### src/rtl/core/cltok_pkg.sv
package cltok_pkg;

    localparam int unsigned MAX_FIELDS_DEFAULT = 64;
    localparam int unsigned BYTE_W = 8;
    localparam int unsigned COUNT_W = 7;
    localparam logic [COUNT_W-1:0] TABLE_FIELD_COUNT_RESET = 7'd64;

    localparam logic [BYTE_W-1:0] CH_QUOTE  = 8'h22;
    localparam logic [BYTE_W-1:0] CH_BSLASH = 8'h5C;
    localparam logic [BYTE_W-1:0] CH_CR     = 8'h0D;
    localparam logic [BYTE_W-1:0] CH_LF     = 8'h0A;
    localparam logic [BYTE_W-1:0] CH_COMMA  = 8'h2C;

    typedef enum logic [1:0] {
        KIND_DATA = 2'd0,
        KIND_EOF  = 2'd1,
        KIND_EOL  = 2'd2
    } kind_t;

    typedef enum logic [1:0] {
        CLS_NONE   = 2'd0,
        CLS_QUOTE  = 2'd1,
        CLS_BSLASH = 2'd2,
        CLS_OTHER  = 2'd3
    } class_t;

    typedef struct packed {
        logic               emit;
        kind_t              kind;
        logic [BYTE_W-1:0]  data;
        logic [COUNT_W-1:0] idx;
        logic               matched;
    } result_t;

endpackage

### src/rtl/core/cltok_core.sv
module cltok_core (
    input  logic                              clk,
    input  logic                              rst_n,
    input  logic                              fire,
    input  logic [cltok_pkg::BYTE_W-1:0]      text_byte,
    input  logic [cltok_pkg::COUNT_W-1:0]     field_limit,
    output cltok_pkg::result_t                res
);

    logic                          quote_reg;
    logic                          quote_next;
    cltok_pkg::class_t             class_reg;
    cltok_pkg::class_t             class_next;
    logic                          skip_reg;
    logic                          skip_next;
    logic [cltok_pkg::COUNT_W-1:0] stored_reg;
    logic [cltok_pkg::COUNT_W-1:0] stored_next;
    logic                          escaped;

    always_comb
    begin
        quote_next  = quote_reg;
        class_next  = class_reg;
        skip_next   = skip_reg;
        stored_next = stored_reg;
        escaped     = 1'b0;
        res.emit    = 1'b0;
        res.kind    = cltok_pkg::KIND_DATA;
        res.data    = '0;
        res.idx     = stored_reg;
        res.matched = (stored_reg < field_limit);

        if (skip_reg)
        begin
            skip_next = 1'b0;
        end
        else
        begin
            case (text_byte)
                cltok_pkg::CH_QUOTE:
                begin
                    if (class_reg == cltok_pkg::CLS_BSLASH ||
                        (class_reg == cltok_pkg::CLS_QUOTE && !quote_reg))
                    begin
                        res.emit = 1'b1;
                        res.data = text_byte;
                        escaped  = 1'b1;
                        if (class_reg == cltok_pkg::CLS_QUOTE)
                        begin
                            quote_next = 1'b1;
                        end
                    end
                    else
                    begin
                        quote_next = !quote_reg;
                    end
                end
                cltok_pkg::CH_BSLASH:
                begin
                    if (class_reg == cltok_pkg::CLS_BSLASH)
                    begin
                        res.emit = 1'b1;
                        res.data = text_byte;
                        escaped  = 1'b1;
                    end
                end
                cltok_pkg::CH_CR, cltok_pkg::CH_LF:
                begin
                    res.emit = 1'b1;
                    if (quote_reg)
                    begin
                        res.data = text_byte;
                    end
                    else
                    begin
                        res.kind = cltok_pkg::KIND_EOL;
                    end
                end
                cltok_pkg::CH_COMMA:
                begin
                    res.emit = 1'b1;
                    if (quote_reg)
                    begin
                        res.data = text_byte;
                    end
                    else
                    begin
                        res.kind = cltok_pkg::KIND_EOF;
                    end
                end
                default:
                begin
                    res.emit = 1'b1;
                    res.data = text_byte;
                end
            endcase

            if (escaped)
            begin
                class_next = cltok_pkg::CLS_NONE;
            end
            else if (text_byte == cltok_pkg::CH_QUOTE)
            begin
                class_next = cltok_pkg::CLS_QUOTE;
            end
            else if (text_byte == cltok_pkg::CH_BSLASH)
            begin
                class_next = cltok_pkg::CLS_BSLASH;
            end
            else
            begin
                class_next = cltok_pkg::CLS_OTHER;
            end

            if (res.kind == cltok_pkg::KIND_EOF && res.matched)
            begin
                stored_next = stored_reg + 1'b1;
            end

            if (res.kind == cltok_pkg::KIND_EOL)
            begin
                skip_next   = (text_byte == cltok_pkg::CH_CR);
                quote_next  = 1'b0;
                class_next  = cltok_pkg::CLS_NONE;
                stored_next = '0;
            end
        end
    end

    always_ff @(posedge clk or negedge rst_n)
    begin
        if (!rst_n)
        begin
            quote_reg  <= 1'b0;
            class_reg  <= cltok_pkg::CLS_NONE;
            skip_reg   <= 1'b0;
            stored_reg <= '0;
        end
        else if (fire)
        begin
            quote_reg  <= quote_next;
            class_reg  <= class_next;
            skip_reg   <= skip_next;
            stored_reg <= stored_next;
        end
    end

endmodule

### src/rtl/core/cltok_out_reg.sv
module cltok_out_reg (
    input  logic                          clk,
    input  logic                          rst_n,
    input  logic                          load,
    input  cltok_pkg::result_t            res,
    output logic                          can_load,
    output logic                          out_valid,
    input  logic                          out_ready,
    output logic [1:0]                    token_kind,
    output logic [cltok_pkg::BYTE_W-1:0]  data_byte,
    output logic [cltok_pkg::COUNT_W-1:0] field_index,
    output logic                          field_matched
);

    logic               valid_reg;
    logic               valid_next;
    cltok_pkg::result_t res_reg;

    assign can_load = !valid_reg || out_ready;

    always_comb
    begin
        if (load)
        begin
            valid_next = res.emit;
        end
        else if (out_ready)
        begin
            valid_next = 1'b0;
        end
        else
        begin
            valid_next = valid_reg;
        end
    end

    always_ff @(posedge clk or negedge rst_n)
    begin
        if (!rst_n)
        begin
            valid_reg <= 1'b0;
        end
        else
        begin
            valid_reg <= valid_next;
        end
    end

    always_ff @(posedge clk)
    begin
        if (load && res.emit)
        begin
            res_reg <= res;
        end
    end

    assign out_valid     = valid_reg;
    assign token_kind    = res_reg.kind;
    assign data_byte     = res_reg.data;
    assign field_index   = res_reg.idx;
    assign field_matched = res_reg.matched;

endmodule

### src/rtl/core/csv_line_tokenizer_top.sv
// csv line tokenizer
// input channel: in_valid/in_ready with text_byte, one raw byte per transfer
// output channel: out_valid/out_ready with token_kind (0 data byte,
//   1 end of field, 2 end of line), data_byte, field_index, field_matched
// config channel: cfg_valid/cfg_ready with cfg_data, the table field count;
//   cfg_ready is always high, write only while no byte is in flight
// a byte lands in an input register, is decoded against the quote, class,
//   skip and field-count state once the output register can take it, and
//   its result (if any) lands in the output register
// throughput: one byte per cycle while the receiver keeps out_ready high
// bytes that give no result (opening or closing quotes, lone backslash, byte
//   after a line-ending cr) just update state and leave no output transfer
// when the receiver stalls, a result waits in the output register, one more
//   byte is held in the input register, then in_ready drops
// reset clears all state, empties both registers and sets the count to 64
module csv_line_tokenizer_top #(
    parameter int unsigned MAX_FIELDS = cltok_pkg::MAX_FIELDS_DEFAULT
) (
    input  logic                          clk,
    input  logic                          rst_n,
    input  logic                          in_valid,
    output logic                          in_ready,
    input  logic [cltok_pkg::BYTE_W-1:0]  text_byte,
    output logic                          out_valid,
    input  logic                          out_ready,
    output logic [1:0]                    token_kind,
    output logic [cltok_pkg::BYTE_W-1:0]  data_byte,
    output logic [cltok_pkg::COUNT_W-1:0] field_index,
    output logic                          field_matched,
    input  logic                          cfg_valid,
    output logic                          cfg_ready,
    input  logic [cltok_pkg::COUNT_W-1:0] cfg_data
);

    localparam int unsigned CountMax = (1 << cltok_pkg::COUNT_W) - 1;
    localparam int unsigned CountCap = (MAX_FIELDS > CountMax) ? CountMax : MAX_FIELDS;

    logic [cltok_pkg::COUNT_W-1:0] limit_reg;
    logic [cltok_pkg::COUNT_W-1:0] field_limit;
    logic                          byte_valid_reg;
    logic [cltok_pkg::BYTE_W-1:0]  byte_reg;
    logic                          can_load;
    logic                          advance;
    cltok_pkg::result_t            res;

    assign cfg_ready   = 1'b1;
    assign field_limit = (limit_reg > cltok_pkg::COUNT_W'(CountCap))
                       ? cltok_pkg::COUNT_W'(CountCap) : limit_reg;

    assign advance  = byte_valid_reg && can_load;
    assign in_ready = !byte_valid_reg || can_load;

    always_ff @(posedge clk or negedge rst_n)
    begin
        if (!rst_n)
        begin
            limit_reg <= cltok_pkg::TABLE_FIELD_COUNT_RESET;
        end
        else if (cfg_valid)
        begin
            limit_reg <= cfg_data;
        end
    end

    always_ff @(posedge clk or negedge rst_n)
    begin
        if (!rst_n)
        begin
            byte_valid_reg <= 1'b0;
        end
        else if (in_ready)
        begin
            byte_valid_reg <= in_valid;
        end
    end

    always_ff @(posedge clk)
    begin
        if (in_valid && in_ready)
        begin
            byte_reg <= text_byte;
        end
    end

    cltok_core u_core (
        .clk         (clk),
        .rst_n       (rst_n),
        .fire        (advance),
        .text_byte   (byte_reg),
        .field_limit (field_limit),
        .res         (res)
    );

    cltok_out_reg u_out (
        .clk           (clk),
        .rst_n         (rst_n),
        .load          (advance),
        .res           (res),
        .can_load      (can_load),
        .out_valid     (out_valid),
        .out_ready     (out_ready),
        .token_kind    (token_kind),
        .data_byte     (data_byte),
        .field_index   (field_index),
        .field_matched (field_matched)
    );

endmodule
### config.mk
export PLATFORM = sky130hd
export DESIGN_NAME = csv_line_tokenizer_top
export DESIGN_NICKNAME = d
export VERILOG_FILES = /design/src/rtl/core/cltok_pkg.sv /design/src/rtl/core/cltok_core.sv /design/src/rtl/core/cltok_out_reg.sv /design/src/rtl/core/csv_line_tokenizer_top.sv
export SDC_FILE = /design/constraint.sdc
export NUM_CORES = 1
export LEC_CHECK = 0
export ABC_CLOCK_PERIOD_IN_PS = 2900
export BUFFER_PORTS_ARGS = -buffer_cell sky130_fd_sc_hd__buf_2
export CAP_MARGIN = 20
export CORE_AREA = 2 2 58 87
export DETAILED_ROUTE_END_ITERATION = 10
export DIE_AREA = 0 0 60 89
export GPL_ROUTABILITY_DRIVEN = 1
export HOLD_SLACK_MARGIN = 0.12
export PLACE_DENSITY = 0.72
export SETUP_SLACK_MARGIN = 0.4
export SYNTH_ARGS = -nofsm -noshare
export SYNTH_HDL_FRONTEND = slang
export SYNTH_SLANG_ARGS = --single-unit
export TNS_END_PERCENT = 100
### constraint.sdc
create_clock -name clk -period 2.9 [get_ports clk]
set_input_delay 0 -clock clk [delete_from_list [all_inputs] [get_ports clk]]
set_output_delay 0 -clock clk [all_outputs]
set_load 0.005 [all_outputs]
# ---- After elaboration in Yosys (flattened, before gate mapping)
# Cells that the tools add are included.
dict set report word_totals {
  input_bits 20
  regBits 46
  word_cells 74
  out_inout_bits 21
}
dict set report op_classes {
  add_sub_neg 1
  n_eq_ne 10
  n_bitwise 1
  n_mux 29
  n_lt_le_gt_ge 2
  n_reduce_logical 19
}
# operator count
set op_table {}
lappend op_table {{$mux 8} 3}
lappend op_table {{$pmux 8 s3} 1}
lappend op_table {{$mux 7} 3}
lappend op_table {{$eq 8x4->1 const B} 2}
lappend op_table {{$eq 8x6->1 const B} 2}
lappend op_table {{$mux 1} 13}
lappend op_table {{$mux 11} 1}
lappend op_table {{$mux 2} 5}
lappend op_table {{$eq 8x7->1 const B} 1}
lappend op_table {{$add 7x1->7 const B} 1}
lappend op_table {{$gt 7x7->1 const B} 1}
lappend op_table {{$lt 7x7->1} 1}
lappend op_table {{$reduce_bool 2->1} 3}
lappend op_table {{$logic_and 1x1->1} 5}
lappend op_table {{$eq 2x1->1 const B} 2}
lappend op_table {{$eq 2x2->1 const B} 2}
lappend op_table {{$pmux 1 s2} 2}
lappend op_table {{$pmux 2 s2} 1}
lappend op_table {{$reduce_and 4->1} 1}
lappend op_table {{$logic_not 1->1} 3}
lappend op_table {{$logic_or 1x1->1} 3}
lappend op_table {{$ne 3x2->1 const B} 1}
lappend op_table {{$reduce_and 3->1} 1}
lappend op_table {{$reduce_or 3->1} 1}
lappend op_table {{other kinds (3)} 3}

# ---- Depth between registers and ports, before layout
# Gate-level depths: netlist (run 1).
dict set report logic_depth {
  word_depth 8
  ltp_mapped 8
  ltp_nobuf 8
}

# ---- Cells and area by module
# A second synthesis (run 1) with hierarchy kept.
dict set report hier_totals {
  hier_cells 174
  area_unflattened_um2 2285.9
}
# module n_inst cells_per_inst area_per_inst_um2 seq_area_each_um2
set modules_own_cells {}
lappend modules_own_cells {cltok_core 1 115 1054.8 275.3}
lappend modules_own_cells {csv_line_tokenizer_top 1 37 635.6 441.7}
lappend modules_own_cells {cltok_out_reg 1 22 595.6 565.5}

# ---- Worst setup path before layout (run 1)
# Ideal clock, no wire load.
dict set report synth_path {
  kind {flip-flop to flip-flop}
  startpoint {register byte_reg[3] (netlist bit)}
  endpoint {register u_out.res_reg, in the netlist u_out.data_byte[0], enable pin}
  required_ns 2.473
  path_stages_with_launch 4
  path_buffers 0
  period_less_slack_ns 2.817
  path_slack_ns 0.083
  t_arrival_ns 2.390
  setup_ns 0.427
  cell_sequence {edfxtp_1 -> nor3b_1 -> and4_2 -> a221oi_1}
}
dict set report synth_between {
  elab_chain_len 4
  elab_cells_between_ends 5
  classes_between {eq/ne: 2; mux: 2; reduce/logical: 1}
}
# element line_no
set synth_rtl {}
lappend synth_rtl {{start, declared} csv_line_tokenizer_top.sv:41} ;# logic [cltok_pkg::BYTE_W-1:0] byte_reg;
lappend synth_rtl {{start signal, assigned} csv_line_tokenizer_top.sv:81} ;# byte_reg <= text_byte;
lappend synth_rtl {{$eq 8x7->1 / $eq 8x6->1 (equally long branches)} cltok_core.sv:39} ;# case (text_byte)
lappend synth_rtl {{$pmux 1 s2 (*)} cltok_core.sv:39}
lappend synth_rtl {{$mux 11 (*)} cltok_core.sv:33} ;# if (skip_reg)
lappend synth_rtl {{$logic_and 1x1->1 (*)} cltok_out_reg.sv:51} ;# if (load && res.emit)
lappend synth_rtl {{end signal, assigned} cltok_out_reg.sv:53} ;# res_reg <= res;
lappend synth_rtl {{end, declared} cltok_out_reg.sv:17} ;# cltok_pkg::result_t res_reg;
# Every way passes the cells marked *; elsewhere a longest branch is shown, timed or not.
# A chain may end at the register's enable or synchronous reset.

# ---- Worst setup path in the final report (run 1)
dict set report layout_path {
  startpoint {register limit_reg[6] (netlist bit)}
  endpoint {register u_core.stored_reg[3] (netlist bit)}
}
dict set report layout_between {
  elab_chain_len 6
}
# element line_no
set layout_rtl {}
lappend layout_rtl {{start, declared} csv_line_tokenizer_top.sv:38} ;# logic [cltok_pkg::COUNT_W-1:0] limit_reg;
lappend layout_rtl {{start signal, assigned} csv_line_tokenizer_top.sv:57} ;# limit_reg <= cltok_pkg::TABLE_FIELD_COUNT_RESET;
lappend layout_rtl {{start signal, assigned} csv_line_tokenizer_top.sv:61} ;# limit_reg <= cfg_data;
lappend layout_rtl {{$gt 7x7->1} csv_line_tokenizer_top.sv:47} ;# assign field_limit = (limit_reg > cltok_pkg::COUNT_W'(CountCap))
lappend layout_rtl {{$mux 7 (*)} csv_line_tokenizer_top.sv:48} ;# ? cltok_pkg::COUNT_W'(CountCap) : limit_reg;
lappend layout_rtl {{$lt 7x7->1 (*)} cltok_core.sv:31} ;# res.matched = (stored_reg < field_limit);
lappend layout_rtl {{$logic_and 1x1->1 (*)} cltok_core.sv:115} ;# if (res.kind == cltok_pkg::KIND_EOF && res.matched)
lappend layout_rtl {{$reduce_bool 2->1 (no source line) (*)} -}
lappend layout_rtl {{$reduce_and 3->1 (no source line) (*)} -}
lappend layout_rtl {{end signal, assigned} cltok_core.sv:144} ;# stored_reg <= stored_next;
lappend layout_rtl {{end, declared} cltok_core.sv:16} ;# logic [cltok_pkg::COUNT_W-1:0] stored_reg;
# Marks and branches as above.

==> results of run 1 <==
## cells in the final DEF, fill, tap and decap left out, types with 4 or more instances in the layout
cell,instances
clkbuf_8,5
dfrtp_1,19
nor3b_1,7
mux2i_1,6
ha_1,7
dlygate4sd3_1,27
a21oi_1,5
and2_1,5
nor2_1,7
inv_1,6
edfxtp_1,26
nand2_1,12
mux2_2,6
a21o_1,4
buf_2,39
nand3_1,4
o21ai_0,9
## metal layers
metal,GRT usage,vias up,share of wire
li1,-,771,-
met2,0.283,37,0.52
met4,0.0747,0,0.025
met3,0.0362,10,0.033
met1,0.220,712,0.42
met5,0,-,0
## synth_stat cells, drive strengths merged (3+ instances only)
library cell  instances
and3                  3
nand2                12
mux2                  6
dfrtp                19
o21ai                 9
nand3                 4
inv                   6
a21o                  4
ha                    7
and2                  7
nor2                  7
a21oi                 5
a22o                  3
nor2b                 3
nor3b                 7
nor3                  3
edfxtp               26
mux2i                 6
## cells by family after synthesis
logic type	count (synthesis)	share of synthesized area
adders and majority gates	7	0.0408
AOI/OAI and AO/OA	33	0.115
DFF	46	0.597
buffers and inverters	9	0.0175
and+or+nand+nor	59	0.169
muxes	12	0.0594
other	1	0.00175
## cell type report
type                            instances  area (um2)  area share
Clock buffer                            5        68.8      0.0244
Sequential cell                        46        1280       0.455
Clock inverter                          3        43.8      0.0155
Multi-Input combinational cell        112         835       0.296
Timing Repair Buffer                   69         488       0.173
Inverter                                6        22.5     0.00799
Tap cell                               64        80.1      0.0284
## per-stage QoR
| stage | util | instances | setup WS [ns] |
|---|---|---|---|
| floorplan | - | 167 | 0.703 |
| global placement | 0.537 | 270 | 0.747 |
| detailed placement | 0.537 | 270 | 0.675 |
| CTS | 0.621 | 305 | 0.650 |
| global route | 0.621 | 305 | 0.503 |
| finish | 0.621 | 305 | 0.661 |
## where the power goes
part / switching [mW] / internal (mW) / total [mW]
logic: 0.106 / 0.112 / 0.218
registers: 0.0301 / 0.751 / 0.781
clock network: 0.216 / 0.258 / 0.474
## critical path, stage by stage (launching register included)
cell,delay [ns]
dfstp_2,0.54
inv_1,0.10
nand2_1,0.08
ha_1,0.23
a211oi_1,0.22
o21ai_0,0.19
a211oi_4,0.42
a31oi_1,0.14
a41o_1,0.21
## timing repair
item	in CTS	in global routing
buffers inserted	0	0
endpoints found under the hold margin	37	0
hold buffers	27	0
## worst min-delay path by stage
| stage | from | to | cells past startpoint |
|---|---|---|---|
| detailed placement | rst_n | limit_reg[5] | 1 |
| finish | rst_n | limit_reg[3] | 2 |
| floorplan | rst_n | byte_valid_reg | 0 |
| global route | rst_n | limit_reg[3] | 2 |
| CTS | rst_n | limit_reg[5] | 2 |
| global placement | rst_n | limit_reg[5] | 1 |
==> results.ini, run 1 <==
[logic_synthesis]
postSynthAreaPerCell_um2=12.9
yosysSeqAreaShare=0.597
async_flop_share=0.435
netlist.area_leader.share=0.363
synth-edff-count=26
netlist_area_um2=2150
yosysWarnings=0
synth_nets=194
ys.flop_type=edfxtp_1
synth_cell_types=45
ys_top_cells_by_area=edfxtp_1 36%, dfrtp_1 22%, ha_1 4.1%
synth_seq_cells=46
synthCells=167
yosysTopAreaCell=edfxtp_1

[critical_path]
end_kind=register
arrival_ns=2.43
rr_startpoint=limit_reg[6]
critPathRequiredTime_ns=3.09
crit_path_start=limit_reg[6]
setup.worst_path.start_class=register
r2r-end=u_core.stored_reg[3]
path_class=register to register
ff2ff_setup_slack_ns=0.66
worst_r2r_path_depth=8
endpoint=u_core.stored_reg[3]
crit_fanout=8

[timing]
max_slew_margin=0.540
max_freq_ghz=0.447
finalMaxSlewViolations=0
skew_ns=0.00574
rsz0062_at_grt=false
finalHoldViolations=0
tns_ns=0
fin_crit_ns=2.24
period_share=0.772
finalSetupViolCount=0
hold_ws_ns=0.167
max_slew.worst_pin.slew_ns=0.690

[grt]
antenna_found_initial=0
grt_max_degree=21
grt-ovfl-total=0
grt_pass1_vias=1515
track_usage=0.173
grt_first_pass_wirelength_um=6940

[clock_network]
tritoncts.num_buffers=5
worst_setup_hold_path_clk_slew_ns=0.09
cts_tree=done
root_buffer=clkbuf_8
cts.repair.resized=0
h-tree-depth=2
clk_latency_ns=0.29
clock-sinks=46
cts_buffer_depth=2

[place]
dp_hpwl_um=2820
port_buffers=39
gp_congestion=0.843
place_area_um2=2440

[drt]
wl_per_cell_um=13.3
ant_nets=0
avgViaCountPerCell=5.02
dr.pass1.iters=4
drt_iter0_markers=23
drt_wl_total_um=4050
drc_errors=0
vias=1530

[power_and_ir_drop]
cellPowerDensity_nw_per_um2=523
power.leakage_nw=1.24
power.total_mw=1.47
peakVddDrop_uv=315

[cells_and_area]
drive_gt1_frac=0.282
nets=267
stdcell_area_um2=2820
area.growth.synth_to_final_pct=31.3
diodes=0
fillers=369

[hold_path]
hp-class=primary input to async pin

[die]
fp.dieW_um=60
fp.dieH_um=89
core_um2=4540
die-area_um2=5340
rows=30
ios=41
initial_core_util=0.473

[run]
cap_violations=0

[status]
status=finished clean

Power figures use the tool's default switching activity.
==> inputs of run 2 (changes only) <==
--- a/config.mk
+++ b/config.mk
@@ -5,15 +5,16 @@
 export SDC_FILE = /design/constraint.sdc
 export NUM_CORES = 1
 export LEC_CHECK = 0
-export ABC_CLOCK_PERIOD_IN_PS = 2900
+export ABC_AREA = 1
+export ABC_CLOCK_PERIOD_IN_PS = 2200
 export BUFFER_PORTS_ARGS = -buffer_cell sky130_fd_sc_hd__buf_2
 export CAP_MARGIN = 20
-export CORE_AREA = 2 2 58 87
+export CORE_AREA = 2 2 55 83
 export DETAILED_ROUTE_END_ITERATION = 10
-export DIE_AREA = 0 0 60 89
+export DIE_AREA = 0 0 57 85
 export GPL_ROUTABILITY_DRIVEN = 1
 export HOLD_SLACK_MARGIN = 0.12
-export PLACE_DENSITY = 0.72
+export PLACE_DENSITY = 0.77
 export SETUP_SLACK_MARGIN = 0.4
 export SYNTH_ARGS = -nofsm -noshare
 export SYNTH_HDL_FRONTEND = slang
==> constraint.sdc (replaced) <==
create_clock -name clk -period 2.2 [get_ports clk]
set_input_delay 0 -clock clk [delete_from_list [all_inputs] [get_ports clk]]
set_output_delay 0 -clock clk [all_outputs]
set_load 0.005 [all_outputs]
==> run 2 against run 1 <==
  * Worst setup slack lost 0.32 ns
  * Register-to-register slack lost 0.32 ns
  * Clock power grew 52%
==> results.ini, run 2 <==
[critical_path]
crit_path_start=byte_reg[6]
cp.depth=10  ; +2
worst_r2r_path_depth=10  ; +2
end_kind=register
rr_startpoint=byte_reg[6]
cpLargestDelayFamily=simple AND/OR/NAND/NOR gates
worst_path_max_delay_cell=edfxtp_1
arrival_ns=1.93  ; -0.50 ns
path_class=register to register
r2r-end=u_out.data_byte[6]
critPathRequiredTime_ns=2.27  ; -0.82 ns
crit_fanout=4  ; -4
ff2ff_setup_slack_ns=0.34  ; -0.32 ns
cp_slowest_stage_delay_ns=0.43  ; -0.11 ns
path_buf_inv=4  ; +3
path_cells=inv_2, nand2_2, nor2_4, buf_4, nand4_1, nand2_1, nand2_1, nand2_2, clkinvlp_4, clkbuf_16
setup.worst_path.start_class=register

[timing]
finalHoldViolations=0  ; unchanged
rsz0062_at_grt=true
finalSetupViolCount=0  ; unchanged
max_freq_ghz=0.538  ; +20%
tns_ns=0  ; unchanged
finalMaxSlewViolations=0  ; unchanged
period_share=0.845  ; +0.0729
skew_ns=0.00789  ; +0.00214 ns
fin_crit_ns=1.86  ; -0.380 ns

[grt]
grt-ovfl-total=0  ; unchanged
antenna_found_initial=0  ; unchanged
grt_pass1_vias=1774  ; +17%
grt_first_pass_wirelength_um=7700  ; +11%
grt_max_degree=21  ; unchanged
track_usage=0.204  ; +0.0313

[cells_and_area]
seqCellArea_um2=1280  ; unchanged
layout_common_cells=49 x nand2_1, 39 x buf_2, 27 x dlygate4sd3_1
layout_commonest_cell=nand2_1
nets=334  ; +25%
area.growth.synth_to_final_pct=41.2
post-route-util=0.754  ; +0.133
drive_gt1_frac=0.377  ; +0.0945
fillers=251  ; -32%
multi_input_area_um2=923  ; +11%
diodes=0  ; unchanged

[power_and_ir_drop]
cellPowerDensity_nw_per_um2=721  ; +38%
power.leakage_nw=1.43  ; +16%
power.total_mw=2.25  ; +52%
peakVddDrop_uv=602  ; +91%

[die]
fp.dieH_um=85  ; -4.5%
core_um2=4140  ; -8.9%
fp.dieW_um=57  ; -5.0%
rows=29  ; -3.3%
ios=41  ; unchanged
initial_core_util=0.534  ; +0.0609
die-area_um2=4850  ; -9.3%

[drt]
drc_errors=0  ; unchanged
vias=1870  ; +22%
dr.pass1.iters=5  ; +1
drt_wl_total_um=4920  ; +22%
wl_per_cell_um=13.9  ; +4.7%
ant_nets=0  ; unchanged
avgViaCountPerCell=5.28  ; +5.3%
drt_iter0_markers=111  ; +380%

[clock_network]
clk_latency_ns=0.30  ; about the same
cts_tree=done
h-tree-depth=2  ; unchanged
root_buffer=clkbuf_8
clock-sinks=46  ; unchanged
worst_setup_hold_path_clk_slew_ns=0.08  ; about the same
tritoncts.num_buffers=5  ; unchanged
cts_buffer_depth=2  ; unchanged

[status]
status=finished clean

[logic_synthesis]
yosysSeqAreaShare=0.581  ; -0.0162
synth_seq_cells=46  ; unchanged
netlist_area_um2=2210  ; +2.8%
synthTopCellsByCount=61 x nand2_1, 26 x edfxtp_1, 19 x dfrtp_1, 19 x inv_1
yosysWarnings=0  ; unchanged
ys_top_cells_by_area=edfxtp_1 35%, dfrtp_1 22%, nand2_1 10%
synth_cell_types=30  ; -33%
ys.flop_type=edfxtp_1
synth_nets=252  ; +30%
netlist.area_leader.share=0.354  ; -0.00988
yosysMostFrequentCell=nand2_1
synth-edff-count=26  ; unchanged
async_flop_share=0.435  ; unchanged
synthCells=225  ; +35%
postSynthAreaPerCell_um2=9.81  ; -24%
yosysTopAreaCell=edfxtp_1

[place]
dp_hpwl_um=2910  ; +3.2%
gp_congestion=0.827  ; -2.0%
port_buffers=39  ; unchanged

[hold_path]
hp-class=primary input to async pin

[run]
cap_violations=0  ; unchanged

==> run 2: cell types whose count changed in the layout (fill, tap and decap cells not counted), moves of 6 or more <==
cell / before / now
inv_2: 0 / 9
nor2_1: 7 / 13
inv_1: 6 / 17
nand3_1: 4 / 15
buf_4: 3 / 10
nand2_1: 12 / 49
mux2i_1: 6 / 0
nor3b_1: 7 / 0
nand2_2: 0 / 15
o21ai_0: 9 / 3
==> run 2: kinds of logic after synthesis <==
group           count (synthesis)  synth area share
flops                          46             0.581
xor+xnor                        2           0.00793
compound gates                 16            0.0453
simple gates                  114             0.232
fa+ha+maj                       7            0.0397
other cells                     1           0.00170
mux                             6            0.0306
buf+inv                        33            0.0618
==> run 2: through the flow <==
step / worst slack [ns] / hold WS (ns) / instances / area (um2)
global placement: 0.347 / -0.0291 / 307 / 2450
floorplan: 0.482 / -0.296 / 225 / 2210
detailed placement: 0.292 / -0.0236 / 307 / 2450
finish: 0.341 / 0.171 / 354 / 3120
global route: 0.297 / 0.217 / 354 / 3120
CTS: 0.402 / 0.187 / 345 / 2940
==> run 2: routing by layer <==
metal,routed length [um],global-route usage
met1,1870,0.242
met2,2650,0.352
met3,300,0.0442
met4,102,0.0888
met5,0,0
==> run 2: cell type report <==
type,count,area share
tap,46,0.0185
clock inverter,1,0.00963
sequential,46,0.411
timing repair buffer,79,0.194
multi-input combinational,147,0.296
inverter,28,0.0357
clock buffer,7,0.0345
==> run 2: what timing repair did <==
item	in CTS	in global routing
cloned	1	1
pin swaps	7	6
resized for setup	8	22
setup endpoints to repair	25	32
hold endpoints to repair	38	0
hold buffers	27	0
setup buffers	2	8
==> run 2: report_power, final <==
group          switching, mW  internal [mW]
Combinational          0.230          0.219
Sequential            0.0585           1.02
Clock                  0.280          0.438
Total                  0.568           1.68
==> run 2: worst max-delay path by stage <==
| stage | to | slack (ns) |
|---|---|---|
| 6_report | u_out.data_byte[6] | 0.34 |
| 5_1_grt | u_out.data_byte[6] | 0.30 |
| 4_1_cts | u_core.stored_reg[2] | 0.40 |
| 3_5_place_dp | u_core.stored_reg[4] | 0.29 |
| 3_3_place_gp | u_core.stored_reg[3] | 0.35 |
| 2_1_floorplan | u_core.stored_reg[2] | 0.48 |
==> inputs of run 3 (changes only) <==
--- a/config.mk
+++ b/config.mk
@@ -6,15 +6,15 @@
 export NUM_CORES = 1
 export LEC_CHECK = 0
 export ABC_AREA = 1
-export ABC_CLOCK_PERIOD_IN_PS = 2200
+export ABC_CLOCK_PERIOD_IN_PS = 1700
 export BUFFER_PORTS_ARGS = -buffer_cell sky130_fd_sc_hd__buf_2
 export CAP_MARGIN = 20
-export CORE_AREA = 2 2 55 83
+export CORE_AREA = 2 2 58 88
 export DETAILED_ROUTE_END_ITERATION = 10
-export DIE_AREA = 0 0 57 85
+export DIE_AREA = 0 0 60 90
 export GPL_ROUTABILITY_DRIVEN = 1
 export HOLD_SLACK_MARGIN = 0.12
-export PLACE_DENSITY = 0.77
+export PLACE_DENSITY = 0.73
 export SETUP_SLACK_MARGIN = 0.4
 export SYNTH_ARGS = -nofsm -noshare
 export SYNTH_HDL_FRONTEND = slang
==> constraint.sdc (replaced) <==
create_clock -name clk -period 1.7 [get_ports clk]
set_input_delay 0 -clock clk [delete_from_list [all_inputs] [get_ports clk]]
set_output_delay 0 -clock clk [all_outputs]
set_load 0.005 [all_outputs]
==> run 3 against run 2 <==
  * The flow now finishes with violations (negative setup slack)
  * Critical path type unchanged
  * Utilization decreased by 0.94 points
  * Sequential share of layout area shrank 4.4 points
  * Largest power group unchanged
  * Clock power is 11% higher
  * Wire length up 15%
  * Design area is 12% higher
  * Count of clock-buffer cells in the layout shrank 1
  * Power grew 28%
  * Critical endpoint is now u_out.data_byte[3]
  * Cell count grew 15%
  * Largest cell class unchanged
  * Via count rose by 5.9%
  * Highest routed layer unchanged
==> results.ini, run 3 (synthesized netlist as in run 2, its figures left out) <==
[timing]
fin_crit_ns=1.91  ; +0.0552 ns
skew_ns=0.00700  ; -0.000890 ns
fin_ws_ns=-0.215  ; -0.555 ns
max_freq_ghz=0.522  ; -2.9%
hold_ws_ns=0.173  ; +0.00218 ns
finalSetupViolCount=36  ; +36
tns_ns=-5.83  ; -5.83 ns
finalMaxSlewViolations=0  ; unchanged
period_share=1.13  ; +0.281
rsz0062_at_grt=true
finalHoldViolations=0  ; unchanged

[cells_and_area]
layout_commonest_cell=nand2_1
layout_common_cells=48 x nand2_1, 39 x buf_2, 33 x buf_4
post-route-util=0.744  ; -0.00945
nets=367  ; +9.9%
diodes=0  ; unchanged
area.growth.synth_to_final_pct=58.2
drive_gt1_frac=0.475  ; +0.0984

[place]
place_ws_ns=-0.147  ; -0.439 ns
gp_congestion=0.828  ; +0.15%
dp_hpwl_um=2900  ; -0.40%
port_buffers=39  ; unchanged

[grt]
grt_max_degree=21  ; unchanged
antenna_found_initial=0  ; unchanged
grt_pass1_vias=1841  ; +3.8%
track_usage=0.210  ; +0.00553
grt-ovfl-total=0  ; unchanged
grt_first_pass_wirelength_um=8390  ; +9.0%

[die]
die-area_um2=5400  ; +11%
ios=41  ; unchanged
core_um2=4690  ; +13%
fp.dieW_um=60  ; +5.3%
rows=31  ; +6.9%
initial_core_util=0.471  ; -0.0633
fp.dieH_um=90  ; +5.9%

[power_and_ir_drop]
cellPowerDensity_nw_per_um2=824  ; +14%
power.leakage_nw=1.63  ; +14%
peakVddDrop_uv=534  ; -11%
power.total_mw=2.88  ; +28%

[clock_network]
tritoncts.num_buffers=5  ; unchanged
cts_tree=done
clk_latency_ns=0.30  ; about the same
clock-sinks=46  ; unchanged
worst_setup_hold_path_clk_slew_ns=0.08  ; about the same
cts_buffer_depth=2  ; unchanged
h-tree-depth=2  ; unchanged
root_buffer=clkbuf_8

[status]
violations=negative setup slack
status=finished, violations left

[critical_path]
crit_path_start=byte_reg[4]
worst_path_max_delay_cell=edfxtp_1
arrival_ns=1.99  ; +0.06 ns
cpLargestDelayFamily=simple AND/OR/NAND/NOR gates
path_buf_inv=5  ; +1
crit_fanout=4  ; unchanged
end_kind=register
setup.worst_path.start_class=register
path_cells=inv_2, nand2_4, nor2_4, buf_6, nand4_1, nand2_2, nand2_2, nand2_4, clkinvlp_4, buf_6, clkbuf_16
path_class=register to register
rr_startpoint=byte_reg[4]
critPathRequiredTime_ns=1.77  ; -0.50 ns
cp_slowest_stage_delay_ns=0.42  ; about the same

[drt]
drc_errors=0  ; unchanged
dr.pass1.iters=5  ; unchanged
avgViaCountPerCell=4.87  ; -7.9%
drt_iter0_markers=68  ; -39%
wl_per_cell_um=13.9  ; -0.21%
drt_wl_total_um=5650  ; +15%
ant_nets=0  ; unchanged
vias=1981  ; +5.9%

[run]
cap_violations=0  ; unchanged

[hold_path]
hp-class=primary input to async pin

-- run 3: through the flow --
step | cells | area, um2
floorplan | 225 | 2240
global placement | 342 | 2620
detailed placement | 342 | 2620
CTS | 398 | 3350
global route | 407 | 3490
finish | 407 | 3490
-- run 3: report_power, final --
group / switching (mW) / internal (mW) / total, mW
sequential: 0.0638 / 1.32 / 1.39
clock: 0.358 / 0.438 / 0.796
combinational: 0.343 / 0.354 / 0.698
-- run 3: cell type report --
class                           count  area, um2
Sequential cell                    46       1280
Clock inverter                      2       37.5
Clock buffer                        6       72.6
Fill cell                         290       1200
Multi-Input combinational cell    146        975
Timing Repair Buffer              113        932
Inverter                           28        111
Tap cell                           66       82.6
-- run 3: repair_timing --
item | CTS | global route
hold buffers | 20 | 0
endpoints found under the hold margin | 37 | 0
setup endpoints to repair | 39 | 40
pin swaps | 19 | 13
resized for setup | 42 | 10
setup buffers | 26 | 7
gates cloned | 2 | 2
-- run 3: metal layers --
metal,GRT usage,vias up,share of wire
li1,-,967,-
met1,0.246,920,0.40
met2,0.355,76,0.53
met3,0.0446,18,0.042
met4,0.0907,0,0.029
met5,0,-,0
-- run 3: worst reg2reg max path, cell delays in order, from the launching register on --
cell	delay, ns
edfxtp_1	0.42
inv_2	0.10
nand2_4	0.06
nor2_4	0.12
buf_6	0.11
nand4_1	0.18
nand2_2	0.15
nand2_2	0.07
nand2_4	0.08
clkinvlp_4	0.11
buf_6	0.14
clkbuf_16	0.14
-- run 3: path summary, 6_finish.rpt --
| kind | end | slack [ns] | cells after the start |
|---|---|---|---|
| min reg2reg | limit_reg[5] | 0.51 | 1 |
| max reg2reg | u_out.data_byte[3] | -0.21 | 11 |
| max in group asynchronous | limit_reg[6] | 1.19 | 2 |
| min | u_core.stored_reg[0] | 0.17 | 2 |
| max | u_out.data_byte[3] | -0.21 | 11 |
| min in group clk | byte_reg[7] | 0.41 | 2 |
